### src/sv/ssa_pkg.sv
`timescale 1ns / 1ps
// ----------------------------------------------------------------------------
// ssa_pkg
// shared types and constants of the session slot allocator
// ----------------------------------------------------------------------------
package ssa_pkg;

    localparam int LINK_W    = 5;
    localparam int OWNER_W   = 16;
    localparam int SLOT_W    = 4;
    localparam int CFG_W     = 5;
    localparam int STAT_W    = 2;
    localparam int S_TDATA_W = 24;
    localparam int M_TDATA_W = 8;

    localparam logic [LINK_W-1:0] LINK_NONE = 5'd31;
    localparam logic [CFG_W-1:0]  MAX_PER_OWNER_RST = 5'd4;

    localparam logic ACT_ALLOC   = 1'b0;
    localparam logic ACT_RELEASE = 1'b1;

    localparam logic [STAT_W-1:0] STATUS_OK         = 2'd0;
    localparam logic [STAT_W-1:0] STATUS_LIMIT      = 2'd1;
    localparam logic [STAT_W-1:0] STATUS_NOT_ACTIVE = 2'd2;

    typedef enum logic [3:0] {
        ST_INIT,
        ST_IDLE,
        ST_WALK,
        ST_CHECK,
        ST_POP,
        ST_LINK,
        ST_REL_READ,
        ST_REL_PREV,
        ST_REL_NEXT,
        ST_DONE
    } ssa_state_t;

    // one slot entry as stored in the slot memory
    typedef struct packed {
        logic               in_use;
        logic [OWNER_W-1:0] owner;
        logic [LINK_W-1:0]  next;
        logic [LINK_W-1:0]  prev;
    } ssa_entry_t;

    localparam int ENTRY_W = $bits(ssa_entry_t);

    typedef struct packed {
        logic               action;
        logic [OWNER_W-1:0] owner;
        logic [SLOT_W-1:0]  slot;
    } ssa_req_t;

    typedef struct packed {
        logic              valid;
        logic [STAT_W-1:0] status;
        logic [SLOT_W-1:0] slot;
    } ssa_res_t;

    typedef struct packed {
        logic              we;
        logic [LINK_W-1:0] waddr;
        ssa_entry_t        wdata;
        logic [LINK_W-1:0] raddr;
    } ssa_mem_req_t;

endpackage

### src/sv/ssa_ram.sv
`timescale 1ns / 1ps
// ----------------------------------------------------------------------------
// ssa_ram
// generic simple dual-port ram, one write and one registered read port
// ----------------------------------------------------------------------------
module ssa_ram #(
    parameter int WIDTH  = 27,
    parameter int DEPTH  = 16,
    parameter int ADDR_W = $clog2(DEPTH)
) (
    input  logic              clk,
    input  logic              we,
    input  logic [ADDR_W-1:0] waddr,
    input  logic [WIDTH-1:0]  wdata,
    input  logic [ADDR_W-1:0] raddr,
    output logic [WIDTH-1:0]  rdata
);

    logic [WIDTH-1:0] mem [DEPTH];
    logic [WIDTH-1:0] rdata_reg;

    always_ff @(posedge clk) begin
        if (we) begin
            mem[waddr] <= wdata;
        end
        rdata_reg <= mem[raddr];
    end

    assign rdata = rdata_reg;

endmodule

### src/sv/ssa_seq.sv
`timescale 1ns / 1ps
// ----------------------------------------------------------------------------
// ssa_seq
// request sequencer: list walk and read-modify-write of the slot memory
// ----------------------------------------------------------------------------
module ssa_seq #(
    parameter int SLOTS = 16
) (
    input  logic                       aclk,
    input  logic                       aresetn,
    input  logic                       req_valid,
    output logic                       req_ready,
    input  ssa_pkg::ssa_req_t          req,
    input  logic [ssa_pkg::CFG_W-1:0]  max_per_owner,
    output ssa_pkg::ssa_res_t          res,
    input  logic                       res_ready,
    output ssa_pkg::ssa_mem_req_t      mem,
    input  ssa_pkg::ssa_entry_t        mem_rdata
);

    localparam int ADDR_W = $clog2(SLOTS);
    localparam logic [ssa_pkg::LINK_W-1:0] SLOTS_L = ssa_pkg::LINK_W'(SLOTS);

    ssa_pkg::ssa_state_t state_reg, state_next;

    logic [ADDR_W-1:0]               clr_reg, clr_next;
    logic [ssa_pkg::LINK_W-1:0]      free_top_reg, free_top_next;
    logic [ssa_pkg::LINK_W-1:0]      active_top_reg, active_top_next;
    logic [ssa_pkg::LINK_W-1:0]      count_reg, count_next;
    logic [ssa_pkg::LINK_W-1:0]      steps_reg, steps_next;
    logic [ssa_pkg::LINK_W-1:0]      slot_reg, slot_next;
    logic [ssa_pkg::LINK_W-1:0]      prev_reg, prev_next;
    logic [ssa_pkg::LINK_W-1:0]      next_reg, next_next;
    logic [ssa_pkg::OWNER_W-1:0]     owner_reg, owner_next;
    logic [ssa_pkg::STAT_W-1:0]      status_reg, status_next;
    logic [ssa_pkg::SLOT_W-1:0]      grant_reg, grant_next;

    logic [ssa_pkg::LINK_W-1:0]      step_inc;
    logic [ssa_pkg::LINK_W-1:0]      match_inc;

    function automatic logic in_pool(input logic [ssa_pkg::LINK_W-1:0] idx);
        return idx < SLOTS_L;
    endfunction

    always_ff @(posedge aclk) begin
        if (!aresetn) begin
            state_reg      <= ssa_pkg::ST_INIT;
            clr_reg        <= '0;
            free_top_reg   <= '0;
            active_top_reg <= ssa_pkg::LINK_NONE;
        end else begin
            state_reg      <= state_next;
            clr_reg        <= clr_next;
            free_top_reg   <= free_top_next;
            active_top_reg <= active_top_next;
        end
    end

    always_ff @(posedge aclk) begin
        count_reg  <= count_next;
        steps_reg  <= steps_next;
        slot_reg   <= slot_next;
        prev_reg   <= prev_next;
        next_reg   <= next_next;
        owner_reg  <= owner_next;
        status_reg <= status_next;
        grant_reg  <= grant_next;
    end

    assign step_inc  = steps_reg + ssa_pkg::LINK_W'(1);
    assign match_inc = (mem_rdata.owner == owner_reg) ? ssa_pkg::LINK_W'(1) : '0;

    always_comb begin
        state_next      = state_reg;
        clr_next        = clr_reg;
        free_top_next   = free_top_reg;
        active_top_next = active_top_reg;
        count_next      = count_reg;
        steps_next      = steps_reg;
        slot_next       = slot_reg;
        prev_next       = prev_reg;
        next_next       = next_reg;
        owner_next      = owner_reg;
        status_next     = status_reg;
        grant_next      = grant_reg;
        req_ready       = 1'b0;
        res.valid       = 1'b0;
        res.status      = status_reg;
        res.slot        = grant_reg;
        mem.we          = 1'b0;
        mem.waddr       = '0;
        mem.wdata       = mem_rdata;
        mem.raddr       = '0;

        unique case (state_reg)
            ssa_pkg::ST_INIT: begin
                // lay down the free chain 0,1,2,... one entry a cycle
                mem.we           = 1'b1;
                mem.waddr        = ssa_pkg::LINK_W'(clr_reg);
                mem.wdata.in_use = 1'b0;
                mem.wdata.owner  = '0;
                mem.wdata.prev   = ssa_pkg::LINK_NONE;
                if (clr_reg == ADDR_W'(SLOTS - 1)) begin
                    mem.wdata.next = ssa_pkg::LINK_NONE;
                    state_next     = ssa_pkg::ST_IDLE;
                end else begin
                    mem.wdata.next = ssa_pkg::LINK_W'(clr_reg) + ssa_pkg::LINK_W'(1);
                    clr_next       = clr_reg + ADDR_W'(1);
                end
            end

            ssa_pkg::ST_IDLE: begin
                req_ready = 1'b1;
                if (req_valid) begin
                    owner_next = req.owner;
                    slot_next  = ssa_pkg::LINK_W'(req.slot);
                    count_next = '0;
                    steps_next = '0;
                    grant_next = '0;
                    if (req.action == ssa_pkg::ACT_ALLOC) begin
                        if (in_pool(active_top_reg)) begin
                            mem.raddr  = active_top_reg;
                            state_next = ssa_pkg::ST_WALK;
                        end else begin
                            state_next = ssa_pkg::ST_CHECK;
                        end
                    end else begin
                        if (in_pool(ssa_pkg::LINK_W'(req.slot))) begin
                            mem.raddr  = ssa_pkg::LINK_W'(req.slot);
                            state_next = ssa_pkg::ST_REL_READ;
                        end else begin
                            status_next = ssa_pkg::STATUS_NOT_ACTIVE;
                            state_next  = ssa_pkg::ST_DONE;
                        end
                    end
                end
            end

            ssa_pkg::ST_WALK: begin
                // one active entry per cycle, next address straight from read data
                count_next = count_reg + match_inc;
                steps_next = step_inc;
                if (step_inc < SLOTS_L && in_pool(mem_rdata.next)) begin
                    mem.raddr = mem_rdata.next;
                end else begin
                    state_next = ssa_pkg::ST_CHECK;
                end
            end

            ssa_pkg::ST_CHECK: begin
                if (count_reg >= max_per_owner || !in_pool(free_top_reg)) begin
                    status_next = ssa_pkg::STATUS_LIMIT;
                    state_next  = ssa_pkg::ST_DONE;
                end else begin
                    mem.raddr  = free_top_reg;
                    state_next = ssa_pkg::ST_POP;
                end
            end

            ssa_pkg::ST_POP: begin
                mem.we           = 1'b1;
                mem.waddr        = free_top_reg;
                mem.wdata.in_use = 1'b1;
                mem.wdata.owner  = owner_reg;
                mem.wdata.next   = active_top_reg;
                mem.wdata.prev   = ssa_pkg::LINK_NONE;
                free_top_next    = mem_rdata.next;
                active_top_next  = free_top_reg;
                grant_next       = free_top_reg[ssa_pkg::SLOT_W-1:0];
                prev_next        = free_top_reg;
                next_next        = active_top_reg;
                status_next      = ssa_pkg::STATUS_OK;
                if (in_pool(active_top_reg)) begin
                    mem.raddr  = active_top_reg;
                    state_next = ssa_pkg::ST_LINK;
                end else begin
                    state_next = ssa_pkg::ST_DONE;
                end
            end

            ssa_pkg::ST_LINK: begin
                // old head gets the new slot as its predecessor
                mem.we         = 1'b1;
                mem.waddr      = next_reg;
                mem.wdata.prev = prev_reg;
                state_next     = ssa_pkg::ST_DONE;
            end

            ssa_pkg::ST_REL_READ: begin
                if (!mem_rdata.in_use) begin
                    status_next = ssa_pkg::STATUS_NOT_ACTIVE;
                    state_next  = ssa_pkg::ST_DONE;
                end else begin
                    status_next      = ssa_pkg::STATUS_OK;
                    prev_next        = mem_rdata.prev;
                    next_next        = mem_rdata.next;
                    mem.we           = 1'b1;
                    mem.waddr        = slot_reg;
                    mem.wdata.in_use = 1'b0;
                    mem.wdata.owner  = '0;
                    mem.wdata.next   = free_top_reg;
                    mem.wdata.prev   = ssa_pkg::LINK_NONE;
                    free_top_next    = slot_reg;
                    if (in_pool(mem_rdata.prev)) begin
                        mem.raddr  = mem_rdata.prev;
                        state_next = ssa_pkg::ST_REL_PREV;
                    end else begin
                        active_top_next = mem_rdata.next;
                        if (in_pool(mem_rdata.next)) begin
                            mem.raddr  = mem_rdata.next;
                            state_next = ssa_pkg::ST_REL_NEXT;
                        end else begin
                            state_next = ssa_pkg::ST_DONE;
                        end
                    end
                end
            end

            ssa_pkg::ST_REL_PREV: begin
                mem.we         = 1'b1;
                mem.waddr      = prev_reg;
                mem.wdata.next = next_reg;
                if (in_pool(next_reg)) begin
                    mem.raddr  = next_reg;
                    state_next = ssa_pkg::ST_REL_NEXT;
                end else begin
                    state_next = ssa_pkg::ST_DONE;
                end
            end

            ssa_pkg::ST_REL_NEXT: begin
                mem.we         = 1'b1;
                mem.waddr      = next_reg;
                mem.wdata.prev = prev_reg;
                state_next     = ssa_pkg::ST_DONE;
            end

            ssa_pkg::ST_DONE: begin
                res.valid = 1'b1;
                if (res_ready) begin
                    state_next = ssa_pkg::ST_IDLE;
                end
            end

            default: begin
                state_next = ssa_pkg::ST_IDLE;
            end
        endcase
    end

endmodule

### src/sv/session_slot_allocator.sv
`timescale 1ns / 1ps
// ----------------------------------------------------------------------------
// session_slot_allocator
// pool of session slots with a lifo free list and per-owner limit
// ----------------------------------------------------------------------------
// Every slot lives in one entry of a single slot memory (in-use flag, owner,
// next and prev links); free slots chain as a lifo through the next links and
// taken slots form a doubly linked active list. After reset a clearing pass
// lays down the free chain 0,1,2,... during which no request is taken.
// Requests are handled one at a time. An allocate walks the active list one
// entry per cycle, at most SLOTS entries, to count the owner's slots; a
// release does a read-modify-write of its neighbors through the single write
// port. The result sits in an output register, so the next request is taken
// while it waits. max_per_owner is to be written by the user through the
// cfg channel while no request is in flight; the block does not enforce it.
// ----------------------------------------------------------------------------
module session_slot_allocator #(
    parameter int SLOTS = 16
) (
    input  logic                              aclk,
    input  logic                              aresetn,
    // request channel
    input  logic                              s_tvalid,
    output logic                              s_tready,
    // [15:0] owner_id, [19:16] slot_index, [23:20] zero
    input  logic [ssa_pkg::S_TDATA_W-1:0]     s_tdata,
    // [0] action
    input  logic                              s_tuser,
    // result channel
    output logic                              m_tvalid,
    input  logic                              m_tready,
    // [1:0] status, [5:2] granted_slot, [7:6] zero
    output logic [ssa_pkg::M_TDATA_W-1:0]     m_tdata,
    // configuration: max_per_owner
    input  logic                              cfg_valid,
    output logic                              cfg_ready,
    input  logic [ssa_pkg::CFG_W-1:0]         cfg_data
);

    localparam int ADDR_W = $clog2(SLOTS);

    logic [ssa_pkg::CFG_W-1:0]     max_per_owner_reg;
    logic                          m_tvalid_reg;
    logic [ssa_pkg::M_TDATA_W-1:0] m_tdata_reg;

    ssa_pkg::ssa_req_t     req;
    ssa_pkg::ssa_res_t     res;
    ssa_pkg::ssa_mem_req_t mem;
    ssa_pkg::ssa_entry_t   mem_rdata;
    logic [ssa_pkg::ENTRY_W-1:0] ram_rdata;
    logic                  res_ready;

    // unpack the request
    assign req.action = s_tuser;
    assign req.owner  = s_tdata[ssa_pkg::OWNER_W-1:0];
    assign req.slot   = s_tdata[ssa_pkg::OWNER_W +: ssa_pkg::SLOT_W];

    // config register, always ready
    assign cfg_ready = 1'b1;

    always_ff @(posedge aclk) begin
        if (!aresetn) begin
            max_per_owner_reg <= ssa_pkg::MAX_PER_OWNER_RST;
        end else if (cfg_valid) begin
            max_per_owner_reg <= cfg_data;
        end
    end

    // output register decouples the sequencer from the result consumer
    assign res_ready = !m_tvalid_reg || m_tready;

    always_ff @(posedge aclk) begin
        if (!aresetn) begin
            m_tvalid_reg <= 1'b0;
        end else if (res_ready) begin
            m_tvalid_reg <= res.valid;
        end
    end

    always_ff @(posedge aclk) begin
        if (res_ready && res.valid) begin
            m_tdata_reg <= {2'b00, res.slot, res.status};
        end
    end

    assign m_tvalid = m_tvalid_reg;
    assign m_tdata  = m_tdata_reg;

    ssa_seq #(
        .SLOTS (SLOTS)
    ) u_seq (
        .aclk          (aclk),
        .aresetn       (aresetn),
        .req_valid     (s_tvalid),
        .req_ready     (s_tready),
        .req           (req),
        .max_per_owner (max_per_owner_reg),
        .res           (res),
        .res_ready     (res_ready),
        .mem           (mem),
        .mem_rdata     (mem_rdata)
    );

    // slot memory, one entry per slot
    ssa_ram #(
        .WIDTH (ssa_pkg::ENTRY_W),
        .DEPTH (SLOTS)
    ) u_slot_ram (
        .clk   (aclk),
        .we    (mem.we),
        .waddr (mem.waddr[ADDR_W-1:0]),
        .wdata (mem.wdata),
        .raddr (mem.raddr[ADDR_W-1:0]),
        .rdata (ram_rdata)
    );

    assign mem_rdata = ssa_pkg::ssa_entry_t'(ram_rdata);

endmodule

### config.mk
export PLATFORM = sky130hd
export DESIGN_NAME = session_slot_allocator
export DESIGN_NICKNAME = d
export VERILOG_FILES = /design/src/sv/ssa_pkg.sv /design/src/sv/ssa_ram.sv /design/src/sv/ssa_seq.sv /design/src/sv/session_slot_allocator.sv
export SDC_FILE = /design/constraint.sdc
export NUM_CORES = 1
export LEC_CHECK = 0
export BUFFER_PORTS_ARGS = -buffer_cell sky130_fd_sc_hd__buf_2
export CAP_MARGIN = 20
export CORE_MARGIN = 3
export CORE_UTILIZATION = 51
export CTS_CLUSTER_SIZE = 28
export DETAILED_ROUTE_END_ITERATION = 12
export HOLD_SLACK_MARGIN = 0.03
export PLACE_DENSITY = 0.77
export SYNTH_ARGS = -nofsm -noshare
export SYNTH_HDL_FRONTEND = slang
export SYNTH_SLANG_ARGS = --single-unit
### constraint.sdc
create_clock -name aclk -period 9.7 [get_ports aclk]
set_input_delay 0.97 -clock aclk [delete_from_list [all_inputs] [get_ports aclk]]
set_output_delay 0.97 -clock aclk [all_outputs]
set_load 0.05 [all_outputs]
==> impl_results.html <==
<table>
<tr><th>Metric</th><th>Value</th></tr>
<tr><th colspan="2">Status</th></tr>
<tr><td>Run status</td><td>completed</td></tr>
<tr><th colspan="2">GRT</th></tr>
<tr><td>Global-route wire length before repair</td><td>71660 microns</td></tr>
<tr><td>Antenna violations before repair</td><td>0</td></tr>
<tr><td>Combined global-route utilization of all metal layers</td><td>21.57%</td></tr>
<tr><td>Maximum number of pins on one net before global-route repair</td><td>113</td></tr>
<tr><td>Global-route congestion overflow total</td><td>0</td></tr>
<tr><td>Number of global-route vias before repair</td><td>11990</td></tr>
<tr><th colspan="2">Pwr</th></tr>
<tr><td>Worst-case vdd ir drop</td><td>160.7 uV</td></tr>
<tr><td>Internal power</td><td>3.785 mW</td></tr>
<tr><td>Reported net switching power</td><td>954.6 uW</td></tr>
<tr><td>Relative contribution of sequential cells to total power</td><td>54.2%</td></tr>
<tr><td>Reported leakage power</td><td>9.192 nW</td></tr>
<tr><td>Combinational group share of total power</td><td>2.6%</td></tr>
<tr><td>Power per cell area</td><td>198.2 nW/um^2</td></tr>
<tr><td>Clock power frac</td><td>43.2%</td></tr>
<tr><td>Switching part of the total power</td><td>20.14%</td></tr>
<tr><th colspan="2">Clock tree</th></tr>
<tr><td>CTS Buffer Depth</td><td>3</td></tr>
<tr><td>Root Buffer</td><td>clkbuf_16</td></tr>
<tr><td>Number of hold buffers added after CTS</td><td>0</td></tr>
<tr><td>Clock edge transition at the registers on the reported setup and hold paths</td><td>0.06 ns</td></tr>
<tr><td>Resize count post-CTS</td><td>0</td></tr>
<tr><td>TritonCTS clock tree</td><td>built</td></tr>
<tr><td>Post-CTS setup buffer count</td><td>0</td></tr>
<tr><td>Number of CTS-inserted buffers</td><td>51</td></tr>
<tr><td>Worst-Skew Late Latency</td><td>0.59 ns</td></tr>
<tr><td>Max H-tree Level</td><td>2</td></tr>
<tr><td>Total number of clock tree sinks</td><td>535</td></tr>
<tr><th colspan="2">STA</th></tr>
<tr><td>Slew margin rel.</td><td>23.96%</td></tr>
<tr><td>Final number of setup-violating endpoints</td><td>0</td></tr>
<tr><td>Final Slew Violations</td><td>0</td></tr>
<tr><td>Final worst-path cycle share</td><td>52.57%</td></tr>
<tr><td>Worst-margin pin slew</td><td>1.138 ns</td></tr>
<tr><td>Setup tns final</td><td>0 ns</td></tr>
<tr><td>Count of endpoints failing hold in the final timing report</td><td>0</td></tr>
<tr><td>Setup repair after global routing missed its margin</td><td>false</td></tr>
<tr><td>Highest clock frequency the design can meet</td><td>196.1 MHz</td></tr>
<tr><td>Final critical-path setup slack</td><td>4.601 ns</td></tr>
<tr><td>Final clock skew</td><td>0.02475 ns</td></tr>
<tr><td>Final worst path period need</td><td>5.099 ns</td></tr>
<tr><th colspan="2">Routing</th></tr>
<tr><td>Average routed wire per standard cell</td><td>24.80 microns</td></tr>
<tr><td>Number of iterations in the first detailed-routing pass</td><td>5</td></tr>
<tr><td>Number of nets with antenna violations after routing</td><td>0</td></tr>
<tr><td># DRC</td><td>0</td></tr>
<tr><td>1st-iter DRT viols</td><td>1287</td></tr>
<tr><td>Total detailed-routing wirelength</td><td>48520 microns</td></tr>
<tr><td>Vias per std cell</td><td>6.235</td></tr>
<tr><td>Total vias in the final route</td><td>12200</td></tr>
<tr><th colspan="2">Job</th></tr>
<tr><td>Number of maximum-capacitance constraint violations</td><td>0</td></tr>
<tr><th colspan="2">Cells and area</th></tr>
<tr><td>Share of layout cells above drive strength 1</td><td>12.08%</td></tr>
<tr><td>Number of standard cells in the final layout excluding fillers</td><td>1956</td></tr>
<tr><td>Max reg flops</td><td>432</td></tr>
<tr><td>Number of inserted diodes</td><td>0</td></tr>
<tr><td>Final layout net count</td><td>1426</td></tr>
<tr><td>Layout Area Growth over Synthesis</td><td>12.41%</td></tr>
<tr><td>Layout fillers</td><td>3000</td></tr>
<tr><th colspan="2">Synth</th></tr>
<tr><td>Avg Cell Area, Syn</td><td>15.98 sq um</td></tr>
<tr><td>Number of warning messages in the yosys log</td><td>0</td></tr>
<tr><td>Synth Register Bits</td><td>535</td></tr>
<tr><td>Top_reg_cell synth</td><td>edfxtp_1</td></tr>
<tr><td>Post-synthesis share of cell area spent on and, or, nand and nor gates</td><td>6.658%</td></tr>
<tr><td>Mux share of post-synthesis cell area</td><td>10.45%</td></tr>
<tr><td>Synthesized-area fraction occupied by xor and xnor cells</td><td>1.029%</td></tr>
<tr><td>Post-synthesis compound-gate area fraction</td><td>6.111%</td></tr>
<tr><td>Number of flops mapped to enable cells by yosys</td><td>484</td></tr>
<tr><td>Cells taking the most area after synthesis</td><td>edfxtp_1 68%, mux2i_1 10%, dfxtp_1 4.8%</td></tr>
<tr><td>Adder and majority cell fraction of the synthesized area</td><td>0.5294%</td></tr>
<tr><td>Synth async-reset ratio</td><td>0%</td></tr>
<tr><td>Gate count of the mapped netlist</td><td>1331</td></tr>
<tr><td>Cell type contributing the most total cell area after synthesis</td><td>edfxtp_1</td></tr>
<tr><td>Post-synthesis cell area</td><td>21270 sq um</td></tr>
<tr><td>Number of distinct standard cells referenced by the synthesized netlist</td><td>60</td></tr>
<tr><td>Sequential fraction of the synthesis area</td><td>73.13%</td></tr>
<tr><td>Combinational family with the most area after synthesis</td><td>multiplexers</td></tr>
<tr><td>Fraction of synthesized cell area taken by the top area cell type</td><td>68.33%</td></tr>
<tr><th colspan="2">Die</th></tr>
<tr><td>Vertical extent of the die</td><td>210.2 microns</td></tr>
<tr><td>Starting density of the core</td><td>51.86%</td></tr>
<tr><td>Die width</td><td>210.2 microns</td></tr>
<tr><td>Io pins</td><td>46</td></tr>
<tr><td>Die area</td><td>44200 sq um</td></tr>
<tr><td>Cell row count</td><td>74</td></tr>
<tr><td>Area of the placeable core</td><td>41020 sq um</td></tr>
<tr><th colspan="2">Placed design</th></tr>
<tr><td>Post-detail-place hpwl</td><td>26200 microns</td></tr>
<tr><td>Number of cells in the design after placement</td><td>1858</td></tr>
<tr><td>Routability cong.</td><td>0.9398</td></tr>
<tr><td>Number of buffers added on ports</td><td>38</td></tr>
<tr><td>Pre-CTS WS</td><td>4.624 ns</td></tr>
<tr><th colspan="2">Worst setup path</th></tr>
<tr><td>Startpoint type of the worst setup path</td><td>register</td></tr>
<tr><td>Highest fanout seen on the critical path</td><td>41</td></tr>
<tr><td>Arrival time at the worst endpoint</td><td>5.55 ns</td></tr>
<tr><td>Setup Crit Path Kind</td><td>register to register</td></tr>
<tr><td>Critical Path End Type</td><td>register</td></tr>
<tr><td>Worst Path Required</td><td>10.15 ns</td></tr>
<tr><th colspan="2">Worst hold path</th></tr>
<tr><td>Path type of the worst min-delay path</td><td>register to register</td></tr>
</table>
power by group through the flow:
stage               clock network (mW)  registers, mW  logic, mW
floorplan                            0           2.61     0.0722
global placement                     0           2.61      0.118
detailed placement                   0           2.62      0.122
CTS                               2.07           2.57      0.124
global route                      2.16           2.57      0.135
finish                            2.05           2.57      0.124
Yosys cell counts, drive strengths merged, types with 13 or more instances:
| library cell | instances |
|---|---|
| nand2 | 85 |
| xnor2 | 19 |
| clkbuf | 25 |
| o21ai | 13 |
| nand3 | 35 |
| edfxtp | 484 |
| dfxtp | 51 |
| mux2i | 222 |
| nor2 | 49 |
| a22o | 16 |
| o22ai | 108 |
| or4 | 27 |
| buf | 47 |
final timing paths:
check | startpoint | end | slack, ns | cells after the start
worst max register to register | u_seq.state_reg[3] | u_slot_ram.rdata[0] | 4.60 | 9
worst max-delay path | u_seq.state_reg[3] | u_slot_ram.rdata[0] | 4.60 | 9
worst min-delay path | u_seq.status_reg[1] | m_tdata[1] | 0.42 | 0
worst min register to register | u_seq.status_reg[1] | m_tdata[1] | 0.42 | 0
routing by layer:
layer	vias up	global-route usage, %	wire length, microns
met2	595	34.33	22720
met4	0	8.556	1741
met5	-	0	0
met1	6100	29.76	19860
li1	5372	-	-
met3	129	4.152	4197
final cells by class:
cell class / instances / area [sq um] / share of cell area (%)
clock buffers: 67 / 1388 / 5.803
clock inverters: 28 / 357.8 / 1.497
inverters: 10 / 37.54 / 0.1570
multi-input cells: 715 / 5420 / 22.67
flip-flops and latches: 535 / 15550 / 65.05
well taps: 532 / 665.6 / 2.784
repair buffers: 69 / 488.0 / 2.041
metrics by stage:
step           util [%]  hold slack [ns]  total power, mW  area (sq um)
3_5_place_dp      53.86           0.4075            2.739         22090
3_3_place_gp      53.86           0.4014            2.732         22090
6_report          58.30           0.4189            4.740         23910
5_1_grt           58.30           0.4269            4.866         23910
4_1_cts           58.11           0.4214            4.760         23840
2_1_floorplan         -           0.4003            2.681         21280
worst max-delay path: stages (launching register included):
cell and delay [ns]:
dfxtp_1 0.72, and4b_1 0.43, nor2b_1 0.24, a221oi_1 0.31
and4b_4 0.82, buf_4 0.68, buf_4 0.71, mux2i_1 0.31
o22ai_1 0.10, or4_1 0.55
cell usage in the layout, fill, tap and decap left out, types with 12 or more instances in the layout:
cell type  instances
mux2i_1          222
o21ai_0           13
clkbuf_16         52
xnor2_1           19
or4_1             27
dfxtp_1           51
clkbuf_1          12
a22o_1            16
buf_4             27
edfxtp_1         484
buf_2             38
nand3_1           33
nor2_1            32
nand2_1           85
nor2_4            16
o22ai_1          108
kinds of logic (layout without fill, tap and decap cells):
kind of cell | count (synthesis) | in the layout
multiplexers | 222 | 222
AND/OR/NAND/NOR | 266 | 266
XOR/XNOR | 25 | 25
other | 2 | 3
adder cells (fa/ha/maj) | 9 | 9
flip-flops | 535 | 535
buffers and inverters | 82 | 174
AO/OA/AOI/OAI | 190 | 190
No activity file was read; power rests on OpenSTA's default activity.
